[config.mk]
export PLATFORM = sky130hd
export DESIGN_NAME = fisr_fmul
export DESIGN_NICKNAME = d
export VERILOG_FILES = /design/src/design/fast_inverse_square_root_macros.svh /design/src/design/fisr_pkg.sv /design/src/design/fisr_norm.sv /design/src/design/fisr_fmul.sv
export SDC_FILE = /design/constraint.sdc
export NUM_CORES = 2
export LEC_CHECK = 0
export ABC_AREA = 1
export ABC_CLOCK_PERIOD_IN_PS = 26500
export BUFFER_PORTS_ARGS = -buffer_cell sky130_fd_sc_hd__buf_4
export CORE_MARGIN = 4
export CORE_UTILIZATION = 40
export CTS_BUF_LIST = sky130_fd_sc_hd__clkbuf_16
export DETAILED_ROUTE_END_ITERATION = 10
export GPL_TIMING_DRIVEN = 0
export PLACE_DENSITY = 0.56
export RECOVER_POWER = 100
export SLEW_MARGIN = 10
export SYNTH_ARGS = -nofsm -noshare
export SYNTH_HDL_FRONTEND = slang
export SYNTH_SLANG_ARGS = --single-unit
[constraint.sdc]
create_clock -name clk -period 26.5 [get_ports clk]
set_clock_uncertainty 0.15 [all_clocks]
set_input_delay 0 -clock clk [delete_from_list [all_inputs] [get_ports clk]]
set_output_delay 0 -clock clk [all_outputs]
set_load 0.02 [all_outputs]
[src/design/fast_inverse_square_root_macros.svh]
// ----------------------------------------------------------------------------
// fast_inverse_square_root_macros.svh
// Assertion macros used by the top-level design file.
// ----------------------------------------------------------------------------
`ifndef FAST_INVERSE_SQUARE_ROOT_MACROS_SVH
`define FAST_INVERSE_SQUARE_ROOT_MACROS_SVH

// same-cycle implication
`define FISR_ASSERT_NOW(label, ante, cons, msg) \
    label: assert property (@(posedge clk) disable iff (!rst_n) (ante) |-> (cons)) \
        else $error(msg);

// next-cycle implication
`define FISR_ASSERT_NEXT(label, ante, cons, msg) \
    label: assert property (@(posedge clk) disable iff (!rst_n) (ante) |=> (cons)) \
        else $error(msg);

`endif

[src/design/fisr_pkg.sv]
// ----------------------------------------------------------------------------
// fisr_pkg
// Constants, class flags and the shared normalize/round helpers.
// ----------------------------------------------------------------------------
package fisr_pkg;

    localparam logic [31:0] MAGIC        = 32'h5f3759df;
    localparam logic [31:0] FP_ONE       = 32'h3f800000;
    localparam logic [31:0] FP_HALF      = 32'h3f000000;
    localparam logic [31:0] FP_THREE_HLF = 32'h3fc00000;
    localparam logic [31:0] FP_QNAN      = 32'h7fc00000;

    localparam int UNIT_DEPTH = 3;

    typedef struct packed {
        logic nan;
        logic inf;
        logic zero;
        logic sign;
    } fisr_class_t;

    function automatic logic [5:0] lzc48(input logic [47:0] v);
        logic [5:0] n;
        logic       found;
        n     = 6'd0;
        found = 1'b0;
        for (int i = 47; i >= 0; i--) begin
            if (!found) begin
                if (v[i])
                    found = 1'b1;
                else
                    n = n + 6'd1;
            end
        end
        return n;
    endfunction

    // m has its leading one at bit 47, er is the biased exponent for it
    function automatic logic [31:0] round_pack(input logic sign, input logic [47:0] m,
                                               input logic signed [10:0] er);
        logic signed [10:0] t;
        logic [5:0]         sh;
        logic [7:0]         ef;
        logic [47:0]        sm;
        logic               sticky;
        logic               inc;
        logic [30:0]        rs;
        logic [31:0]        res;
        if (er <= 11'sd0) begin
            t  = 11'sd1 - er;
            sh = (t > 11'sd48) ? 6'd48 : t[5:0];
            ef = 8'd0;
        end
        else begin
            t  = 11'sd0;
            sh = 6'd0;
            ef = er[7:0];
        end
        sm     = m >> sh;
        sticky = |(m & ~({48{1'b1}} << sh));
        inc    = sm[23] & ((|sm[22:0]) | sticky | sm[24]);
        rs     = {ef, sm[46:24]} + {30'd0, inc};
        if (er >= 11'sd255)
            res = {sign, 8'hFF, 23'd0};
        else
            res = {sign, rs};
        return res;
    endfunction

endpackage

[src/design/fisr_norm.sv]
// ----------------------------------------------------------------------------
// fisr_norm
// Two-stage normalize, round-to-nearest-even and pack for binary32.
// ----------------------------------------------------------------------------
module fisr_norm (
    input  logic                       clk,
    input  logic                       en,
    input  fisr_pkg::fisr_class_t      cls,
    input  logic [47:0]                m,
    input  logic signed [10:0]         e,
    output logic [31:0]                p
);
    import fisr_pkg::*;

    fisr_class_t        cls_reg;
    logic [47:0]        m_reg;
    logic signed [10:0] er_reg;
    logic [31:0]        p_reg;
    logic [5:0]         lz;
    logic [31:0]        p_next;

    assign lz = lzc48(m);

    always_ff @(posedge clk) begin
        if (en) begin
            cls_reg <= cls;
            m_reg   <= m << lz;
            er_reg  <= e - 11'(lz);
        end
    end

    always_comb begin
        if (cls_reg.nan)
            p_next = FP_QNAN;
        else if (cls_reg.inf)
            p_next = {cls_reg.sign, 8'hFF, 23'd0};
        else if (cls_reg.zero)
            p_next = {cls_reg.sign, 31'd0};
        else
            p_next = round_pack(cls_reg.sign, m_reg, er_reg);
    end

    always_ff @(posedge clk) begin
        if (en)
            p_reg <= p_next;
    end

    assign p = p_reg;

endmodule

[src/design/fisr_fmul.sv]
// ----------------------------------------------------------------------------
// fisr_fmul
// Pipelined binary32 multiplier: mantissa product, then normalize and round.
// ----------------------------------------------------------------------------
module fisr_fmul (
    input  logic        clk,
    input  logic        en,
    input  logic [31:0] a,
    input  logic [31:0] b,
    output logic [31:0] p
);
    import fisr_pkg::*;

    logic [7:0]         ea, eb;
    logic [23:0]        ma, mb;
    logic               nan_a, nan_b, inf_a, inf_b, zero_a, zero_b;
    fisr_class_t        cls_next, cls_reg;
    logic [47:0]        prod_reg;
    logic signed [10:0] e_reg;

    always_comb begin
        ea     = (a[30:23] == 8'd0) ? 8'd1 : a[30:23];
        eb     = (b[30:23] == 8'd0) ? 8'd1 : b[30:23];
        ma     = {a[30:23] != 8'd0, a[22:0]};
        mb     = {b[30:23] != 8'd0, b[22:0]};
        nan_a  = (&a[30:23]) & (|a[22:0]);
        nan_b  = (&b[30:23]) & (|b[22:0]);
        inf_a  = (&a[30:23]) & ~(|a[22:0]);
        inf_b  = (&b[30:23]) & ~(|b[22:0]);
        zero_a = ~(|a[30:0]);
        zero_b = ~(|b[30:0]);
        cls_next.nan  = nan_a | nan_b | (inf_a & zero_b) | (zero_a & inf_b);
        cls_next.inf  = inf_a | inf_b;
        cls_next.zero = zero_a | zero_b;
        cls_next.sign = a[31] ^ b[31];
    end

    always_ff @(posedge clk) begin
        if (en) begin
            cls_reg  <= cls_next;
            prod_reg <= ma * mb;
            e_reg    <= $signed({3'd0, ea}) + $signed({3'd0, eb}) - 11'sd126;
        end
    end

    fisr_norm u_norm (
        .clk (clk),
        .en  (en),
        .cls (cls_reg),
        .m   (prod_reg),
        .e   (e_reg),
        .p   (p)
    );

endmodule

; ---- Word level (Yosys, flattened, before mapping)
; Cells that the tools add are included.
[word_totals]
register_bits = 158
elab_cells = 311
[op_classes]
bitwise_logic = 21
shift = 3
mux = 202
mul = 1
n_reduce_logical = 14
order_cmp = 3
addsub = 52
[ops]
columns = operator, count
row1 = 6-bit 2-to-1 mux, 99
row2 = "6-bit by 1-bit adder with 6-bit output, second input constant", 46
row3 = 1-bit 2-to-1 mux, 94
row4 = 23-bit OR reduction, 3
row5 = 31-bit 2-to-1 mux, 2
row6 = 31-bit OR reduction, 2
row7 = 48-bit AND, 1
row8 = 24-bit by 24-bit multiplier with 48-bit output, 1
row9 = 8-bit 2-to-1 mux, 6
row10 = 48-bit NOT, 1
row11 = 48-bit OR reduction, 1
row12 = 48-bit by 6-bit << shifter with 48-bit output, 1
row13 = "48-bit by 6-bit << shifter with 48-bit output, first input constant", 1
row14 = 48-bit by 6-bit >> shifter with 47-bit output, 1
row15 = 31-bit by 1-bit adder with 31-bit output, 1
row16 = 23-bit 2-to-1 mux, 1
row17 = 8-bit zero test, 2
row18 = 8-bit AND reduction, 2
row19 = 8-bit nonzero test, 2
row20 = "11-bit by 9-bit >= comparator with 1-bit output, second input constant", 1
row21 = "11-bit by 7-bit greater-than comparator with 1-bit output, second input constant", 1
row22 = "11-bit by 1-bit <= comparator with 1-bit output, second input constant", 1
row23 = 11-bit by 6-bit subtractor with 11-bit output, 1
row24 = "2-bit by 11-bit subtractor with 11-bit output, first input constant", 1
row25 = other kinds (9), 24

; ---- Logic depth before layout (Yosys ltp)
[logic_depth]
depth_word = 143
ltp_mapped = 180
ltp_nobuf = 179

; ---- Modules after synthesis
; Synthesis repeated with hierarchy kept, for this count alone.
[hier_totals]
hier_cells = 5781
area_unflattened_um2 = 38770.9
[by_module_without_submodules]
columns = module, seq_area_each_um2, cells_each, area_per_inst_um2, n_inst
row1 = fisr_fmul, 1861.8, 2980, 22849.4, 1
row2 = fisr_norm, 2852.7, 2801, 15921.5, 1

; ---- Least setup slack after synthesis
; Ideal clock, no wire load.
[synth_timing]
kind = register to register
startpoint = register prod_reg[45]
endpoint = register u_norm.er_reg[8] (data pin)
slack_ps = -488
required_time_ps = 26098
arrival_time_ps = 26585
setup_ps = 252
n_path_buf = 1
path_stages_with_launch = 176
path_cell_list = edfxtp_1 a21oi_1 ha_1 inv_1 nand2_1 nand2_1 inv_1 ha_1 inv_1 nand4_1 nand2_1 inv_1 ha_1 inv_1 nand2_1 nand2_1 inv_1 ha_1 (+140 left out) o21ai_2 inv_1 ha_1 nand2_1 o21ai_4 inv_2 buf_4 fa_1 a21oi_1 nor2_1 nor2_1 nor2_1 o21ai_0 nand2_1 nor2_1 nand2_1 nand2_1 nand2_1
[synth_via]
elab_chain_cells = 138
word_cells_on_any_way = 184
[synth_rtl]
columns = item, line_no
row1 = "start, declared", fisr_fmul.sv:18  ; logic [47:0] prod_reg;
row2 = "start signal, assigned", fisr_fmul.sv:41  ; prod_reg <= ma * mb;
row3 = 6-bit 2-to-1 mux, fisr_pkg.sv:29  ; if (v[i])
row4 = 6-bit 2-to-1 mux, fisr_pkg.sv:28  ; if (!found) begin
row5 = 6-bit by 1-bit adder with 6-bit output, fisr_pkg.sv:32  ; n = n + 6'd1;
row6 = 6-bit 2-to-1 mux, fisr_pkg.sv:29
row7 = 6-bit 2-to-1 mux, fisr_pkg.sv:28
row8 = 6-bit by 1-bit adder with 6-bit output, fisr_pkg.sv:32
row9 = 6-bit 2-to-1 mux, fisr_pkg.sv:29
row10 = 6-bit 2-to-1 mux, fisr_pkg.sv:28
row11 = (+122 left out), --
row12 = 6-bit 2-to-1 mux, fisr_pkg.sv:28
row13 = 6-bit by 1-bit adder with 6-bit output, fisr_pkg.sv:32
row14 = 6-bit 2-to-1 mux, fisr_pkg.sv:29
row15 = 6-bit 2-to-1 mux, fisr_pkg.sv:28
row16 = 6-bit by 1-bit adder with 6-bit output, fisr_pkg.sv:32
row17 = 6-bit 2-to-1 mux, fisr_pkg.sv:29
row18 = 6-bit 2-to-1 mux *, fisr_pkg.sv:28
row19 = 11-bit by 6-bit subtractor with 11-bit output *, fisr_norm.sv:28  ; er_reg <= e - 11'(lz);
row20 = "end signal, assigned", fisr_norm.sv:28
row21 = "end, declared", fisr_norm.sv:17  ; logic signed [10:0] er_reg;
; Every way passes the cells marked *; elsewhere a longest branch is shown, timed or not.
; A chain may end at the register's enable or synchronous reset.

; ---- Worst setup path in the final report
[layout_timing]
startpoint = register prod_reg[46]
endpoint = register u_norm.m_reg[41] (data pin)
[layout_via]
elab_chain_cells = 141
word_cells_on_any_way = 188
[layout_rtl]
columns = item, line_no
row1 = 6-bit 2-to-1 mux, fisr_pkg.sv:29
row2 = 6-bit 2-to-1 mux, fisr_pkg.sv:28
row3 = 6-bit by 1-bit adder with 6-bit output, fisr_pkg.sv:32
row4 = 6-bit 2-to-1 mux, fisr_pkg.sv:29
row5 = 6-bit 2-to-1 mux, fisr_pkg.sv:28
row6 = 6-bit by 1-bit adder with 6-bit output, fisr_pkg.sv:32
row7 = 6-bit 2-to-1 mux, fisr_pkg.sv:29
row8 = 6-bit 2-to-1 mux, fisr_pkg.sv:28
row9 = (+125 left out), --
row10 = 6-bit 2-to-1 mux, fisr_pkg.sv:28
row11 = 6-bit by 1-bit adder with 6-bit output, fisr_pkg.sv:32
row12 = 6-bit 2-to-1 mux, fisr_pkg.sv:29
row13 = 6-bit 2-to-1 mux, fisr_pkg.sv:28
row14 = 6-bit by 1-bit adder with 6-bit output, fisr_pkg.sv:32
row15 = 6-bit 2-to-1 mux, fisr_pkg.sv:29
row16 = 6-bit 2-to-1 mux, fisr_pkg.sv:28
row17 = 48-bit by 6-bit << shifter with 48-bit output *, fisr_norm.sv:27  ; m_reg <= m << lz;
row18 = "end signal, assigned", fisr_norm.sv:27
row19 = "end, declared", fisr_norm.sv:16  ; logic [47:0] m_reg;
; Marks and branches as above.

==> impl_results.md <==
* Status: finished with violations
* Failing checks: max-capacitance violations, max-slew violations
* Gr ovfl total at 0
* Flop and latch count out of synthesis at 157
* Port Buf Inserts at 55
* Kind of critical path: reg2reg
* Fmax at 39.4 MHz
* Share of cells above drive strength 1 at 7.33%
* DR vias at 34,400
* Netlist cell types at 69
* First-pass GRT wire length at 189 mm
* Syn_area_per_cell at 6.89 um^2
* DRT Pass-1 Iters at 5
* Clk buf depth at 2
* Type of origin of the critical path: flop
* Final worst setup slack at 1.12 ns
* 1st-iter DRT viols at 2,404
* Vias per std cell at 4.99
* Clock-pin slew on the worst setup and hold paths at 0.07 ns
* Pin count of the biggest net entering global routing at 113
* Max Cap Viol at 2
* Sequential share of the synthesized area at 12.5%
* Total CTS buffers at 17
* Fraction of registers with async set/reset at 0%
* CP arrival at 25.42 ns
* Die W at 315 um
* Mapped Area at 37,600 um^2
* Die Y at 315 um
* Tmin final at 25.38 ns
* Crit path max-delay family: adder cells
* H-tree depth at 4
* Initial Utilization at 40.3%
* GRT Overall Usage at 24.4%
* Ys flop type: edfxtp_1
* Hold Vio Cnt, Final at 0
* Core area at 93,300 um^2
* Non-filler cells, final at 6,878
* Ports at 98
* CP required at 26.54 ns
* Warnings from Yosys at 0
* Layout Nets at 6,402
* TritonCTS clock tree: built
* Slew Viols, Final at 160
* Antenna viol nets, final at 0
* Rows at 112
* Syn-to-layout area delta at 9.83%
* CP Max Fanout at 10
* Number of synthesized flops with an enable pin at 157
* Tcrit/Tclk final at 95.8%
* Root Buffer: clkbuf_16
* Routed WL per cell at 17.6 um
* Detailed Place HPWL at 101 mm
* Post-placement cell count at 6,768
* Slowest-stage cell, CP: edfxtp_1
* Fill count at 9,888
* HP Start: a[24]
* Wirelength, routed at 121 mm
* Setup TNS at 0 ns
* Reg-to-reg startpoint: prod_reg[46]
* Most common cell after layout, fill and taps aside: nand2_1
* Slew @ Worst Pin at 5.87 ns
* Hold Crit Class: in2reg
* Most frequent cells in the layout: 1,507 x nand2_1, 1,197 x inv_1, 483 x fa_1, 371 x nor2_1, 272 x nand3_1
* Antenna violations before repair at 6
* DRC violations left at 0
* Slew HR at -291%
* Most frequent CP cell: ha_1
* GP Congestion at 0.972
* Die area at 98,900 um^2
* Post-DP Area at 39,600 um^2
* Cells after Synth at 5,458
* Crit end category: flop
* Vias in the first global route at 34,300
* Syn_nets at 6,251
* Final count of negative-setup-slack endpoints at 0
* Worst slack at placement at -2.25 ns
* Design Area, Final at 41,300 um^2
* Crit path from: prod_reg[46]
* CP Buf/Inv Count at 40
* Max stage delay on crit path at 0.45 ns
* Clk Latency, worst-skew pair at 0.46 ns
* Clock Sinks at 157
## worst register-to-register path, delay by kind of cell, from the launching register on
kind	cells	cell delay [ns]
simple gates	64	6.89
fa+ha+maj	44	11.23
flops	1	0.45
buf+inv	40	2.87
compound gates	29	3.44
## synthesized netlist by cell type, drive strengths merged, types with 2 or more instances
| library cell | count | area share, % |
|---|---|---|
| a21boi | 4 | 0.080 |
| o221ai | 4 | 0.093 |
| a21oi | 149 | 2.0 |
| fa | 484 | 26 |
| o21ai | 291 | 3.9 |
| o21a | 9 | 0.18 |
| and2 | 3 | 0.050 |
| edfxtp | 157 | 13 |
| o21bai | 7 | 0.14 |
| a22oi | 2 | 0.040 |
| o211ai | 9 | 0.18 |
| nand2 | 1554 | 16 |
| nand3b | 9 | 0.18 |
| clkbuf | 175 | 1.7 |
| inv | 1274 | 13 |
| a41oi | 2 | 0.047 |
| ha | 243 | 8.1 |
| o2111ai | 4 | 0.093 |
| nor3b | 4 | 0.080 |
| a221oi | 3 | 0.070 |
| buf | 47 | 1.0 |
| a211oi | 4 | 0.080 |
| nor2 | 423 | 5.0 |
| a21o | 3 | 0.060 |
| nand3 | 282 | 3.9 |
| o22ai | 13 | 0.22 |
| xnor2 | 45 | 1.0 |
| a31oi | 6 | 0.10 |
| xor2 | 75 | 1.7 |
| nor4 | 16 | 0.27 |
| clkinv | 7 | 0.070 |
| nand4 | 50 | 0.83 |
| nor3 | 46 | 0.61 |
| or4 | 4 | 0.080 |
| mux2i | 12 | 0.32 |
| o31ai | 9 | 0.18 |
| or2 | 18 | 0.30 |
| a22o | 2 | 0.047 |
## path summary, 6_finish.rpt
kind / endpoint / slack [ns] / cells past startpoint
setup / recovery: u_norm.m_reg[41] / 1.12 / 177
hold / removal: e_reg[1] / 0.04 / 5
setup reg to reg: u_norm.m_reg[41] / 1.12 / 177
hold reg to reg: u_norm.cls_reg[0] / 0.27 / 0
## final cells by class
| cell class | instances | area [um^2] | area share (%) |
|---|---|---|---|
| antenna | 3 | 7.51 | 0.0182 |
| sequential | 157 | 4710 | 11.4 |
| clock buffer | 17 | 425 | 1.03 |
| buffer | 223 | 1090 | 2.64 |
| inverter | 1281 | 4850 | 11.7 |
| timing repair buffer | 132 | 888 | 2.15 |
| tap | 1254 | 1570 | 3.80 |
| clock inverter | 14 | 156 | 0.379 |
| multi-input combinational | 3797 | 27600 | 66.8 |
## cell families after synthesis
logic type	share of synthesized area, %
AOI/OAI and AO/OA	7.73
xor gates and xnor gates	2.80
adders and majority gates	33.9
buffers and inverters	15.7
DFF	12.5
muxes	0.320
and+or+nand+nor	27.0
## repair_timing
item	4_1_cts	5_1_grt
pin swaps	47	70
hold buffers	13	0
setup endpoints to repair	58	58
setup buffers	46	17
resized for setup	78	67
endpoints found under the hold margin	54	0
## stage by stage
step                      hold WS (ns)  utilization [%]
after CTS                      0.00114             43.9
after floorplan                -0.0375                -
after global routing            0.0423             44.2
after detailed placement         0.156             42.4
after global placement           0.150             42.4
final                           0.0359             44.2
## metal layers
metal | GRT usage (%) | up-vias | part of all wire, %
met5 | 0 | - | 0.033
met2 | 42.0 | 977 | 47
met1 | 31.6 | 16300 | 43
li1 | - | 16800 | -
met3 | 3.55 | 235 | 6.1
met4 | 8.23 | 6 | 3.8
Power is not shown: default switching activity piles up to over one toggle a cycle in this logic, so the estimate is an artifact.
